`config.mk`:
```
export PLATFORM = sky130hd
export DESIGN_NAME = pgalloc_fifo
export DESIGN_NICKNAME = d
export VERILOG_FILES = /design/src/pgalloc_pkg.sv /design/src/pgalloc_fifo.sv
export SDC_FILE = /design/constraint.sdc
export NUM_CORES = 1
export LEC_CHECK = 0
export BUFFER_PORTS_ARGS = -buffer_cell sky130_fd_sc_hd__buf_2
export CAP_MARGIN = 15
export CORE_MARGIN = 10
export CORE_UTILIZATION = 42
export CTS_BUF_LIST = sky130_fd_sc_hd__clkbuf_4 sky130_fd_sc_hd__clkbuf_8
export DETAILED_ROUTE_END_ITERATION = 10
export HOLD_SLACK_MARGIN = 0.05
export PLACE_DENSITY = 0.76
export SYNTH_ARGS = -nofsm -noshare
export SYNTH_HDL_FRONTEND = slang
export SYNTH_SLANG_ARGS = --single-unit
```
`constraint.sdc`:
```
create_clock -name clk -period 2.95 [get_ports clk]
set_input_delay 0.4425 -clock clk [delete_from_list [all_inputs] [get_ports clk]]
set_output_delay 0.4425 -clock clk [all_outputs]
set_load 0.03 [all_outputs]
```
`src/pgalloc_pkg.sv`:
```
// Shared widths, command and status codes, and request/response types of the page allocator.
package pgalloc_pkg;

    // Fixed field widths
    localparam int PAGE_W   = 15;
    localparam int CMD_W    = 2;
    localparam int STATUS_W = 3;
    localparam int REF_W    = 8;

    // Defaults for the top-level parameters
    localparam int NUM_PAGES_DEF   = 32768;
    localparam int COUNT_WIDTH_DEF = 8;

    // Depth of the queue between front and back
    localparam int QUEUE_DEPTH = 2;

    // Commands
    localparam logic [CMD_W-1:0] CMD_ALLOC  = 2'd0;
    localparam logic [CMD_W-1:0] CMD_FREE   = 2'd1;
    localparam logic [CMD_W-1:0] CMD_ADDREF = 2'd2;
    localparam logic [CMD_W-1:0] CMD_COW    = 2'd3;

    // Status codes
    localparam logic [STATUS_W-1:0] ST_OK       = 3'd0;
    localparam logic [STATUS_W-1:0] ST_OOM      = 3'd1;
    localparam logic [STATUS_W-1:0] ST_BAD      = 3'd2;
    localparam logic [STATUS_W-1:0] ST_NOTALLOC = 3'd3;
    localparam logic [STATUS_W-1:0] ST_SAT      = 3'd4;

    // Classified request as queued for the back end
    typedef struct packed {
        logic [CMD_W-1:0]  cmd;
        logic [PAGE_W-1:0] page;
        logic              bad;
    } pgalloc_req_t;

    // One response item
    typedef struct packed {
        logic [STATUS_W-1:0] status;
        logic [PAGE_W-1:0]   result_page;
        logic                copy_needed;
        logic                page_released;
        logic [REF_W-1:0]    ref_count;
    } pgalloc_resp_t;

endpackage

```
`src/pgalloc_fifo.sv`:
```
// Short request queue between front and back end.
module pgalloc_fifo
    import pgalloc_pkg::*;
(
    input  logic         clk,
    input  logic         rst_n,
    input  logic         push,
    input  pgalloc_req_t push_req,
    output logic         full,
    input  logic         pop,
    output logic         valid,
    output pgalloc_req_t head
);

    localparam int PTR_W = (QUEUE_DEPTH > 1) ? $clog2(QUEUE_DEPTH) : 1;
    localparam int CNT_W = $clog2(QUEUE_DEPTH + 1);

    pgalloc_req_t     entries [QUEUE_DEPTH];
    logic [PTR_W-1:0] wr_ptr_reg, wr_ptr_next;
    logic [PTR_W-1:0] rd_ptr_reg, rd_ptr_next;
    logic [CNT_W-1:0] count_reg, count_next;
    logic             do_pop;

    assign full   = count_reg == CNT_W'(QUEUE_DEPTH);
    assign valid  = count_reg != '0;
    assign head   = entries[rd_ptr_reg];
    assign do_pop = pop && valid;

    // Pointer and fill-count update
    always_comb
    begin
        wr_ptr_next = wr_ptr_reg;
        rd_ptr_next = rd_ptr_reg;
        count_next  = count_reg;
        if (push)
        begin
            wr_ptr_next = (wr_ptr_reg == PTR_W'(QUEUE_DEPTH - 1)) ? '0 : wr_ptr_reg + 1'b1;
        end
        if (do_pop)
        begin
            rd_ptr_next = (rd_ptr_reg == PTR_W'(QUEUE_DEPTH - 1)) ? '0 : rd_ptr_reg + 1'b1;
        end
        if (push && !do_pop)
        begin
            count_next = count_reg + 1'b1;
        end
        else if (!push && do_pop)
        begin
            count_next = count_reg - 1'b1;
        end
    end

    always_ff @(posedge clk or negedge rst_n)
    begin
        if (!rst_n)
        begin
            wr_ptr_reg <= '0;
            rd_ptr_reg <= '0;
            count_reg  <= '0;
        end
        else
        begin
            wr_ptr_reg <= wr_ptr_next;
            rd_ptr_reg <= rd_ptr_next;
            count_reg  <= count_next;
        end
    end

    // Entry storage
    always_ff @(posedge clk)
    begin
        if (push)
        begin
            entries[wr_ptr_reg] <= push_req;
        end
    end

endmodule

```
==> impl_metrics.csv <==
group,metric,value,unit
cells_and_area,area_growth,23.09,%
clocking,ctsLongestPathBuffers,2,
pwr,powerDensity,1046,mW/mm^2
clocking,cts.sink_count,40,
cells_and_area,fin_area,0.001894,mm^2
global_route,overflow,0,
route,drtAntennaViolNets,0,
sta,drv_slew,0,
place,numPortBuffers,41,
cells_and_area,drive_above_1_share,56.67,%
die,ios,42,
yosys,ys_seq_area_share,76.75,%
setup_path,end_kind,"output port",
sta,slew_headroom,34.56,%
route,dr.pass1.iters,2,
yosys,syn_nets,95,
min_path,hp-class,"primary input to register",
setup_path,start_kind,"register",
clocking,cts_buffers,5,
sta,tightest_slew,0.9816,ns
global_route,antenna_found_initial,0,
global_route,track_usage,8.385,%
cells_and_area,largest_reg_flops,36,
sta,max_freq,430.4,MHz
sta,finalCritPeriodShare,78.76,%
pwr,p_leak,0.7616,nW
sta,min_period,2.323,ns
setup_path,crit_fanout,19,
setup_path,ff2ff_path_depth,1,
cells_and_area,final_common_cell,"buf_2",
route,wl,2709,um
cells_and_area,final_cell_mix,"buf_2 (41), edfxtp_1 (36), mux2_4 (9), mux2_2 (9), clkbuf_8 (5)",
sta,rsz0062_at_grt,"false",
place,dpl_cell_area,0.001773,mm^2
setup_path,critPathArrivalTime,1.88,ns
setup_path,setup.worst_path.end,"head[2]",
route,vias,776,
cells_and_area,fillers,286,
yosys,yosysUniqueCellTypes,15,
setup_path,crit_chain,"mux2_2, buf_2",
sta,fin_setup_tns,0,ns
yosys,synthCells,72,
clocking,cts-root-buf,"clkbuf_8",
clocking,path_clk_slew,0.07,ns
route,drc,0,
route,wl_per_cell,16.32,um
yosys,avgSynthCellArea,21.37,um^2
sta,hold_viol,0,
yosys,synth_seq_cells,40,
place,place_congestion,0.6391,
clocking,cts-resized-gates,0,
die,dieArea,0.006485,mm^2
cells_and_area,nets,142,
route,drt_iter0_markers,38,
global_route,grt_pass1_vias,848,
clocking,postCtsSetupBuffers,0,
pwr,ir_drop,0.6237,mV
setup_path,crit_path_top_delay_cell,"dfrtp_1",
die,die_w,80.53,um
yosys,yosysWarnings,0,
setup_path,critPathLaunch,"rd_ptr_reg$_DFFE_PN0P_",
clocking,tritoncts,"yes",
die,rows,21,
sta,setup_viol,0,
job,cap_violations,0,
die,core,0.003442,mm^2
setup_path,rr_startpoint,"wr_ptr_reg$_DFFE_PN0P_",
status,status,"completed",
cells_and_area,antenna_cells,0,
setup_path,r2r_setup_slack,1.43,ns
setup_path,r2r-end,"entries[0][1]$_DFFE_PP_",
sta,finClkSkew,0.005468,ns
place,dp_hpwl,1972,um
yosys,synthesis.area,0.001539,mm^2
global_route,grt_max_degree,20,
clocking,worst_skew_pair.late_latency,0.29,ns
setup_path,worstSetupPathType,"register to output port",
setup_path,cp.required,2.51,ns
global_route,grt_pass1_wl,4071,um
die,initial_core_util,44.71,%
setup_path,max_stage_delay,0.99,ns
die,die_h,80.53,um
route,viasPerCell,4.675,
clocking,htree_levels,2,
[logic make-up after synthesis]
logic type	share of synthesized area (%)
simple gates	2.196
xor+xnor	2.846
mux	15.37
flops	76.75
buf+inv	2.033
fa+ha+maj	0.8129
[cell usage after synthesis]
cell,count,share of area [%]
buf_12,1,1.3
dfrtp_1,4,6.5
xnor2_1,2,1.1
nor2b_1,1,0.41
nand2_1,1,0.24
mux2_4,9,8.8
edfxtp_1,36,70
xor2_1,3,1.7
buf_6,1,0.73
ha_1,1,0.81
and2b_1,1,0.49
mux2_2,9,6.6
or2_1,1,0.41
nor2_1,1,0.24
and2_1,1,0.41
[metal layers]
metal  global-route usage (%)  vias up  wire length, um  share of wire [%]
met5                        0        -                0                  0
met4                    3.697        0               36                1.3
met3                    5.011        5              265                9.8
met2                    14.01       28             1424                 53
met1                    8.139      379              981                 36
li1                         -      364                -                  -
[what timing repair did]
item,4_1_cts,5_1_grt
hold endpoints to repair,4,0
hold buffers,1,0
endpoints found under the setup margin,0,0
[where the power goes]
group          total [mW]  internal, mW  switching, mW
Combinational       0.680         0.280          0.400
Clock               0.436         0.260          0.176
Sequential          0.866         0.761          0.104
Total                1.98          1.30          0.681
[layout make-up]
cell class | count | area [um^2] | area share (%)
Clock inverter | 2 | 35.03 | 1.849
Sequential cell | 40 | 1181 | 62.35
Multi-Input combinational cell | 30 | 329.1 | 17.37
Timing Repair Buffer | 42 | 215.2 | 11.36
Clock buffer | 6 | 76.32 | 4.029
Tap cell | 46 | 57.56 | 3.038
[how the worst min path moves through the flow]
stage / from / to / slack (ns) / cells after the start
2_1_floorplan: rst_n / count_reg[0]$_DFFE_PN0P_ / 0.15 / 0
3_3_place_gp: rst_n / rd_ptr_reg$_DFFE_PN0P_ / 0.25 / 1
3_5_place_dp: rst_n / count_reg[1]$_DFFE_PN0P_ / 0.26 / 1
4_1_cts: push_req[7] / entries[1][7]$_DFFE_PP_ / 0.33 / 1
5_1_grt: push_req[8] / entries[0][8]$_DFFE_PP_ / 0.32 / 1
6_report: push_req[7] / entries[1][7]$_DFFE_PP_ / 0.34 / 1
[stage by stage]
stage | std cells | utilization (%) | hold WS (ns) | worst slack (ns) | total power, mW
floorplan | 72 | - | 0.1469 | 1.263 | 1.417
global placement | 157 | 51.51 | 0.2529 | 0.9535 | 1.556
detailed placement | 157 | 51.51 | 0.2601 | 0.9143 | 1.579
CTS | 166 | 55.03 | 0.3333 | 0.5974 | 2.014
global route | 166 | 55.03 | 0.3248 | 0.5158 | 2.081
finish | 166 | 55.03 | 0.3401 | 0.6267 | 1.982
[critical path, delay by kind of cell (launching register included)]
kind	cells	cell delay, ns
buffers and inverters	1	0.18
DFF	1	0.99
muxes	1	0.42
(Power assumes the default switching activity.)
